`config.mk`:
```
export PLATFORM = sky130hd
export DESIGN_NAME = pulse_frequency_to_dac_code
export DESIGN_NICKNAME = d
export VERILOG_FILES = /design/src/rtl/pfdc_pkg.sv /design/src/rtl/pfdc_div.sv /design/src/rtl/pfdc_track.sv /design/src/rtl/pulse_frequency_to_dac_code.sv
export SDC_FILE = /design/constraint.sdc
export NUM_CORES = 2
export LEC_CHECK = 0
export ABC_AREA = 1
export BUFFER_PORTS_ARGS = -buffer_cell sky130_fd_sc_hd__buf_4
export CAP_MARGIN = 10
export CELL_PAD_IN_SITES_DETAIL_PLACEMENT = 1
export CELL_PAD_IN_SITES_GLOBAL_PLACEMENT = 1
export CORE_ASPECT_RATIO = 1.25
export CORE_UTILIZATION = 49
export CTS_CLUSTER_SIZE = 40
export DETAILED_ROUTE_END_ITERATION = 10
export PLACE_DENSITY = 0.83
export SLEW_MARGIN = 20
export SYNTH_ARGS = -nofsm -noshare
export SYNTH_HDL_FRONTEND = slang
export SYNTH_SLANG_ARGS = --single-unit
```
`constraint.sdc`:
```
create_clock -name clk -period 10.55 [get_ports clk]
set_input_delay 2.11 -clock clk [delete_from_list [all_inputs] [get_ports clk]]
set_output_delay 2.11 -clock clk [all_outputs]
set_load 0.005 [all_outputs]
```
`src/rtl/pfdc_pkg.sv`:
```
// Shared types and constants for the pulse-frequency to DAC-code block.
// Used by pfdc_div, pulse_frequency_to_dac_code and the testbench.
`default_nettype none
package pfdc_pkg;

  localparam logic CMD_EDGE   = 1'b0;
  localparam logic CMD_SAMPLE = 1'b1;

  localparam int FREQ_W = 20;
  localparam int CODE_W = 12;
  localparam int MV_W   = 13;
  localparam int PW_W   = 32;
  localparam int TS_W   = 32;

  // serial divider: fixed quotient width and its step counter
  localparam int QUO_W = 20;
  localparam int CNT_W = $clog2(QUO_W + 1);

  localparam int FREQ_SCALE = 1000000;
  localparam int F_LO       = 50;
  localparam int F_HI       = 150;
  localparam int F_SPAN     = 100;
  localparam int CODE_FULL  = 4095;
  localparam int CODE_LO_N  = 410;
  localparam int CODE_HI_N  = 3700;
  localparam int MV_FULL    = 4950;

  // shared multiplier; the divides by F_SPAN and CODE_FULL are done as
  // (x * RECIP) >> SH, exact for x up to 99*4095 and below 2^25 respectively
  localparam int MUL_A_W    = 25;
  localparam int MUL_B_W    = 26;
  localparam int MUL_P_W    = MUL_A_W + MUL_B_W;
  localparam int RECIP_SPAN = 335545;
  localparam int SH_SPAN    = 25;
  localparam int RECIP_FULL = 33562627;
  localparam int SH_FULL    = 37;

  typedef struct packed {
    logic            command;
    logic [TS_W-1:0] timestamp_us;
    logic            edge_falling;
  } in_beat_t;

  typedef struct packed {
    logic [FREQ_W-1:0] frequency_hz;
    logic [PW_W-1:0]   pulse_width_us;
    logic [CODE_W-1:0] dac_code;
    logic [MV_W-1:0]   output_millivolts;
    logic              sample_valid;
  } out_beat_t;

endpackage
`default_nettype wire

```
`src/rtl/pfdc_div.sv`:
```
// Restoring divider, one quotient bit per cycle, fixed 20-bit quotient.
// Requires num < den * 2^20. Uses pfdc_pkg.
`default_nettype none
module pfdc_div #(
  parameter int TIME_BITS = 32,
  parameter int NUM_W     = 33
) (
  input  wire logic                        clk,
  input  wire logic                        rst,
  input  wire logic                        start,
  input  wire logic [NUM_W-1:0]            num,
  input  wire logic [TIME_BITS-1:0]        den,
  output logic                             done,
  output logic [pfdc_pkg::QUO_W-1:0]       quo
);

  logic [TIME_BITS-1:0]         rem;
  logic [TIME_BITS-1:0]         den_r;
  logic [pfdc_pkg::QUO_W-1:0]   quo_sh;
  logic [pfdc_pkg::CNT_W-1:0]   cnt;
  logic [TIME_BITS:0]           sh;
  logic [TIME_BITS+1:0]         diff;
  logic                         ge;

  // remainder stays below den, so it fits TIME_BITS
  assign sh   = {rem, quo_sh[pfdc_pkg::QUO_W-1]};
  assign diff = {1'b0, sh} - {2'b00, den_r};
  assign ge   = ~diff[TIME_BITS+1];
  assign quo  = quo_sh;

  always_ff @(posedge clk) begin
    if (rst) begin
      cnt  <= '0;
      done <= 1'b0;
    end else begin
      done <= 1'b0;
      if (start) begin
        cnt <= pfdc_pkg::CNT_W'(pfdc_pkg::QUO_W);
      end else if (cnt != '0) begin
        cnt <= cnt - pfdc_pkg::CNT_W'(1);
        if (cnt == pfdc_pkg::CNT_W'(1)) begin
          done <= 1'b1;
        end
      end
    end
  end

  always_ff @(posedge clk) begin
    if (start) begin
      rem    <= TIME_BITS'(num[NUM_W-1:pfdc_pkg::QUO_W]);
      quo_sh <= num[pfdc_pkg::QUO_W-1:0];
      den_r  <= den;
    end else if (cnt != '0) begin
      rem    <= ge ? diff[TIME_BITS-1:0] : sh[TIME_BITS-1:0];
      quo_sh <= {quo_sh[pfdc_pkg::QUO_W-2:0], ge};
    end
  end

endmodule
`default_nettype wire

```
`src/rtl/pfdc_track.sv`:
```
// Edge tracker: arming, phase toggle, mark/rise times and period.
// Depends on nothing but its ports.
`default_nettype none
module pfdc_track #(
  parameter int TIME_BITS = 32
) (
  input  wire logic                 clk,
  input  wire logic                 rst,
  input  wire logic                 edge_ev,
  input  wire logic [TIME_BITS-1:0] ts,
  input  wire logic                 falling,
  output logic [TIME_BITS-1:0]      period,
  output logic [TIME_BITS-1:0]      width
);

  logic                 armed;
  logic                 edge_phase;
  logic [TIME_BITS-1:0] latest_rise;
  logic [TIME_BITS-1:0] mark_time;

  assign width = mark_time - latest_rise;

  always_ff @(posedge clk) begin
    if (rst) begin
      armed       <= 1'b0;
      edge_phase  <= 1'b0;
      latest_rise <= '0;
      mark_time   <= '0;
      period      <= '0;
    end else if (edge_ev) begin
      if (!armed) begin
        armed <= falling;
      end else if (edge_phase) begin
        // rise phase: period spans from the previous rise
        edge_phase  <= 1'b0;
        latest_rise <= ts;
        period      <= ts - latest_rise;
      end else begin
        edge_phase <= 1'b1;
        mark_time  <= ts;
      end
    end
  end

endmodule
`default_nettype wire

```
`src/rtl/pulse_frequency_to_dac_code.sv`:
```
// Pulse-frequency to DAC-code converter.
// Edge beat: updates the edge tracker, no result. Sample beat: the divider finds
// the frequency, then shared-multiplier steps find code and mV (no code step when
// the frequency lies outside 51..149 Hz), and out_valid rises once they are done.
// Next beat is taken in the same cycle as out_valid rises, later while the result is
// stalled. Sync reset clears tracker, sequencer and out_valid; mode resets to 1.
`default_nettype none
module pulse_frequency_to_dac_code #(
  parameter int TIME_BITS = 32
) (
  input  wire logic                clk,
  input  wire logic                rst,
  input  wire logic                cfg_write,
  input  wire logic                cfg_data,
  input  wire logic                in_valid,
  output logic                     in_stall,
  input  wire pfdc_pkg::in_beat_t  in_beat,
  output logic                     out_valid,
  input  wire logic                out_stall,
  output pfdc_pkg::out_beat_t      out_beat
);

  localparam int NUM_W = ((TIME_BITS > 25) ? TIME_BITS : 25) + 1;

  typedef enum logic [5:0] {
    ST_IDLE = 6'b000001,
    ST_FREQ = 6'b000010,
    ST_MAP  = 6'b000100,
    ST_CODE = 6'b001000,
    ST_MVM  = 6'b010000,
    ST_MV   = 6'b100000
  } state_t;

  state_t state;
  state_t state_next;
  logic   st_done;

  logic                          mode;
  logic [TIME_BITS-1:0]          ts;
  logic [TIME_BITS-1:0]          period;
  logic [TIME_BITS-1:0]          width;
  logic                          edge_ev;
  logic                          sample_ev;

  logic                          div_start;
  logic [NUM_W-1:0]              div_num;
  logic [TIME_BITS-1:0]          div_den;
  logic                          div_done;
  logic [pfdc_pkg::QUO_W-1:0]    quo;

  logic [pfdc_pkg::MUL_A_W-1:0]  mul_a;
  logic [pfdc_pkg::MUL_B_W-1:0]  mul_b;
  logic [pfdc_pkg::MUL_P_W-1:0]  mul_p;
  logic [pfdc_pkg::MUL_A_W-1:0]  prod_r;

  logic [pfdc_pkg::FREQ_W-1:0]   freq_r;
  logic [pfdc_pkg::CODE_W-1:0]   code_r;
  logic [pfdc_pkg::MV_W-1:0]     mv_r;
  logic [pfdc_pkg::CODE_W-1:0]   code_lo;
  logic [pfdc_pkg::CODE_W-1:0]   code_hi;
  logic [pfdc_pkg::CODE_W-1:0]   code_span;
  logic [6:0]                    f_off;
  logic                          in_range;
  logic                          out_free;
  logic [pfdc_pkg::PW_W-1:0]     width_out;
  logic                          pos;

  assign in_stall  = (state != ST_IDLE) || st_done;
  assign edge_ev   = in_valid && !in_stall && (in_beat.command == pfdc_pkg::CMD_EDGE);
  assign sample_ev = in_valid && !in_stall && (in_beat.command == pfdc_pkg::CMD_SAMPLE);
  assign out_free  = !out_valid || !out_stall;

  if (TIME_BITS > pfdc_pkg::TS_W) begin : g_ts_wide
    assign ts = TIME_BITS'(in_beat.timestamp_us);
  end else begin : g_ts_narrow
    assign ts = in_beat.timestamp_us[TIME_BITS-1:0];
  end

  if (TIME_BITS < pfdc_pkg::PW_W) begin : g_pw_narrow
    assign width_out = pfdc_pkg::PW_W'(width);
  end else begin : g_pw_wide
    assign width_out = width[pfdc_pkg::PW_W-1:0];
  end

  assign pos = (width != '0) && !width[TIME_BITS-1];

  pfdc_track #(.TIME_BITS(TIME_BITS)) u_track (
    .clk     (clk),
    .rst     (rst),
    .edge_ev (edge_ev),
    .ts      (ts),
    .falling (in_beat.edge_falling),
    .period  (period),
    .width   (width)
  );

  pfdc_div #(.TIME_BITS(TIME_BITS), .NUM_W(NUM_W)) u_div (
    .clk   (clk),
    .rst   (rst),
    .start (div_start),
    .num   (div_num),
    .den   (div_den),
    .done  (div_done),
    .quo   (quo)
  );

  always_comb begin
    code_lo   = mode ? '0 : pfdc_pkg::CODE_W'(pfdc_pkg::CODE_LO_N);
    code_hi   = mode ? pfdc_pkg::CODE_W'(pfdc_pkg::CODE_FULL)
                     : pfdc_pkg::CODE_W'(pfdc_pkg::CODE_HI_N);
    code_span = code_hi - code_lo;
    in_range  = (freq_r > pfdc_pkg::FREQ_W'(pfdc_pkg::F_LO)) &&
                (freq_r < pfdc_pkg::FREQ_W'(pfdc_pkg::F_HI));
    f_off     = 7'(freq_r - pfdc_pkg::FREQ_W'(pfdc_pkg::F_LO));
  end

  assign mul_p = pfdc_pkg::MUL_P_W'(mul_a) * pfdc_pkg::MUL_P_W'(mul_b);

  // divider and multiplier operand select, sequencer
  always_comb begin
    div_start  = 1'b0;
    div_num    = '0;
    div_den    = '0;
    mul_a      = '0;
    mul_b      = '0;
    state_next = state;
    case (state)
      ST_IDLE: begin
        if (sample_ev) begin
          div_start  = 1'b1;
          div_num    = NUM_W'(pfdc_pkg::FREQ_SCALE) + NUM_W'(period >> 1);
          div_den    = period;
          state_next = ST_FREQ;
        end
      end
      ST_FREQ: begin
        if (div_done) begin
          state_next = ST_MAP;
        end
      end
      ST_MAP: begin
        mul_a = pfdc_pkg::MUL_A_W'(f_off);
        mul_b = pfdc_pkg::MUL_B_W'(code_span);
        if (in_range) begin
          state_next = ST_CODE;
        end else begin
          state_next = ST_MVM;
        end
      end
      ST_CODE: begin
        mul_a      = prod_r;
        mul_b      = pfdc_pkg::MUL_B_W'(pfdc_pkg::RECIP_SPAN);
        state_next = ST_MVM;
      end
      ST_MVM: begin
        mul_a      = pfdc_pkg::MUL_A_W'(code_r);
        mul_b      = pfdc_pkg::MUL_B_W'(pfdc_pkg::MV_FULL);
        state_next = ST_MV;
      end
      ST_MV: begin
        mul_a      = prod_r;
        mul_b      = pfdc_pkg::MUL_B_W'(pfdc_pkg::RECIP_FULL);
        state_next = ST_IDLE;
      end
      default: begin
        state_next = ST_IDLE;
      end
    endcase
  end

  always_ff @(posedge clk) begin
    if (rst) begin
      state     <= ST_IDLE;
      st_done   <= 1'b0;
      mode      <= 1'b1;
      out_valid <= 1'b0;
    end else begin
      state <= state_next;
      if (cfg_write) begin
        mode <= cfg_data;
      end
      // finished result waits here until the output register frees up
      if (state == ST_MV) begin
        st_done <= 1'b1;
      end else if (st_done && out_free) begin
        st_done <= 1'b0;
      end
      if (st_done && out_free) begin
        out_valid <= 1'b1;
      end else if (!out_stall) begin
        out_valid <= 1'b0;
      end
    end
  end

  always_ff @(posedge clk) begin
    if (state == ST_FREQ && div_done) begin
      freq_r <= (period == '0) ? '0 : quo[pfdc_pkg::FREQ_W-1:0];
    end
    if (state == ST_MAP) begin
      if (in_range) begin
        prod_r <= mul_p[pfdc_pkg::MUL_A_W-1:0];
      end else begin
        code_r <= (freq_r <= pfdc_pkg::FREQ_W'(pfdc_pkg::F_LO)) ? code_lo : code_hi;
      end
    end
    if (state == ST_CODE) begin
      code_r <= mul_p[pfdc_pkg::SH_SPAN+pfdc_pkg::CODE_W-1:pfdc_pkg::SH_SPAN] + code_lo;
    end
    if (state == ST_MVM) begin
      prod_r <= mul_p[pfdc_pkg::MUL_A_W-1:0];
    end
    if (state == ST_MV) begin
      mv_r <= mul_p[pfdc_pkg::SH_FULL+pfdc_pkg::MV_W-1:pfdc_pkg::SH_FULL];
    end
    if (st_done && out_free) begin
      out_beat.frequency_hz      <= freq_r;
      out_beat.pulse_width_us    <= width_out;
      out_beat.dac_code          <= code_r;
      out_beat.output_millivolts <= mv_r;
      out_beat.sample_valid      <= pos && (period != '0);
    end
  end

endmodule
`default_nettype wire

```
==> summary.txt <==
Synth area leader - fa_1
Max-slew violation count - 0
Crit start category - register
Post-DRT Antenna Nets - 0
Most frequent cells in the layout - 941 x inv_1, 668 x nand2_1, 490 x nor2_1, 330 x ha_1, 324 x fa_1
Ant diodes - 0
Routed wire per std cell - 21.3 um
Worst reg2reg path depth - 40
Setup slack, reg-to-reg - 1.07 ns
Setup crit end kind - register
Post CTS Setup Buffer Count - 0
Die Height - 296 um
Post-synth EDFFs - 213
Asr flop ratio synth - 0
Finish-stage setup viols - 0
Design Area, Final - 37100 sq um
Die width - 237 um
Layout cells sized above 1 - 0.0621
Dpl cell area - 35800 sq um
Tmin final - 9.48 ns
Top cell type's share of synthesized area - 0.192
Drt first pass iters - 5
Final period util - 0.899
Vias post-DR - 28500
Worst Hold Class - reg -> reg
Port bufs - 119
Fmax - 105 MHz
Min-Delay Endpoint - out_beat[11]
Status - finished clean
Hold path cells - 0
Worst Tran Pin Value - 1.13 ns
CTS max path bufs - 3
Distinct cells, synth - 53
Clock skew - 0.0286 ns
Synth warn - 0
WL final - 111 mm
Die area - 70100 sq um
# clock sinks - 345
Number of vias per cell - 5.44
Initial antenna violation count - 4
Synth area leaders - fa_1 19%, edfxtp_1 19%, ha_1 12%
Slew HR - 0.244
Final HPWL DP - 92.5 mm
Vias in the first global route - 31300
Yosys reg bits - 345
Hold_buf cts - 0
R2r endpoint - code_r[11]
Largest fanout on the critical path - 15
Worst skew pair latency - 0.59 ns
First-pass GRT wire length - 174 mm
Seq/Total Area, Yosys - 0.267
Final Hold Fails - 0
Critical path required time - 10.87 ns
Worst hold slack - 0.418 ns
CTS tree - built
Worst EP arrival - 9.81 ns
Std-Cell Rows - 107
DRC - 0
DR iter-0 viols - 1560
Reg2reg start - state[5]
Max cap viols - 0
CP most frequent cell - nand2_1
Ports - 120
Top FF cell, synth - edfxtp_1
Largest net degree at the start of global routing - 91
Initial core utilization - 0.495
Clk root buf - clkbuf_16
Non-filler cells in the finished layout - 5235
Sum Neg Setup Slack - 0 ns
Cells after Synth - 4192
Avg Inst Size Synth - 8.07 sq um
Layout Nets - 5025
CTS H-tree lvls - 2
Leakage - 18.8 nW
Commonest non-fill, non-tap cell in the layout - inv_1
Total track usage - 0.325
Clock-pin transition on the worst setup and hold timing paths - 0.06 ns
Mapped Area - 33800 sq um
Area delta synth->final - 9.76%
RePlAce Congestion - 0.981
Crit-path max cell delay - 0.62 ns
Min-delay src - mv_r[10]
Post-CTS resize count - 0
Critical path type - reg -> reg
Placed insts - 5161
Total CTS buffers - 40
Power per cell area - 133 nW/um^2
Congestion Overflow GR - 0
Maximum vdd drop - 146 uV
Unrepaired setup endpoints after global routing - false
Area of the core - 68300 sq um
Slowest-stage cell, CP - fa_1
[report_power, final]
| group | internal (mW) | total, mW | leakage [nW] | switching, mW |
|---|---|---|---|---|
| clock | 0.836 | 1.47 | 0.660 | 0.631 |
| combinational | 0.589 | 1.76 | 15.0 | 1.18 |
| sequential | 1.61 | 1.69 | 3.07 | 0.0798 |
[registers in the layout, indices dropped and copies added, names as in the netlist]
name	cells
state	6
u_track.armed	1
st_done	1
u_div.den_r	32
u_div.cnt	5
u_track.edge_phase	1
mv_r	13
u_div.done	1
u_div.rem	32
out_valid	1
freq_r	20
u_div.quo	20
mode	1
prod_r	25
u_track.period	32
u_track.mark_time	32
code_r	12
u_track.latest_rise	32
out_beat	78
[routing by layer]
metal	wire length, um	share of wire	GRT usage
met1	42200	0.38	0.361
met4	5770	0.052	0.156
met5	47	0.00042	0
met3	4100	0.037	0.0346
met2	59200	0.53	0.617
[cell families after synthesis]
family,after synthesis,synth area share
other,2,0.000222
XOR/XNOR,106,0.0274
AND/OR/NAND/NOR,1427,0.174
AO/OA/AOI/OAI,623,0.101
flip-flops,345,0.267
adder cells (fa/ha/maj),654,0.314
buffers and inverters,1035,0.117
[layout make-up]
class                   count  area [sq um]
clock buffers              56          1130
clock inverters            18           225
fillers                  8430         31200
inverters                 962          3610
multi-input cells        2846         21000
flip-flops and latches    345          9040
well taps                 872          1090
repair buffers            136          1030
[how the worst max path moves through the flow]
stage | from | to | slack [ns] | cells after the start
2_1_floorplan | state[5] | code_r[11] | 2.59 | 37
3_3_place_gp | state[5] | code_r[11] | 1.26 | 39
3_5_place_dp | state[5] | code_r[11] | 1.13 | 40
4_1_cts | state[5] | code_r[11] | 1.07 | 40
5_1_grt | state[5] | code_r[11] | 0.51 | 39
6_report | state[5] | code_r[11] | 1.07 | 40
[synth_stat cells, types with 3 or more instances]
master and number:
a21oi_2 5, fa_1 324, o21ai_1 9, dfxtp_1 132, xnor2_1 45, inv_1 942, o211ai_1 13, nand3_1 133
a21oi_1 273, or2_2 8, o22ai_1 7, nor2_1 492, buf_4 3, nand2_2 10, a31oi_1 19, nor3_1 37
a221oi_1 3, nor2_2 13, clkbuf_1 35, nand4_1 31, nor4_1 15, buf_2 23, o21ai_0 224, ha_1 330
a211oi_1 3, a21o_1 15, buf_6 3, edfxtp_1 213, nor2_4 5, o21bai_1 24, a21boi_0 8, buf_1 9
nand3b_1 4, o31ai_1 6, inv_2 18, nand2_1 669, o21a_1 3, xor2_1 61, o221ai_1 4
[worst max-delay path: cells and delay by family, from the launching register on]
family	cells	cell delay, ns
AND/OR/NAND/NOR	13	1.86
adder cells (fa/ha/maj)	9	4.25
AO/OA/AOI/OAI	7	1.41
buffers and inverters	10	1.08
XOR/XNOR	1	0.24
flip-flops	1	0.36
[through the flow]
step | util | total power [mW] | setup slack [ns]
2_1_floorplan | - | 2.93 | 2.59
3_3_place_gp | 0.524 | 3.40 | 1.26
3_5_place_dp | 0.524 | 3.45 | 1.13
4_1_cts | 0.544 | 4.94 | 1.07
5_1_grt | 0.544 | 5.20 | 0.514
6_report | 0.544 | 4.92 | 1.07
Power figures use the tool's default switching activity.
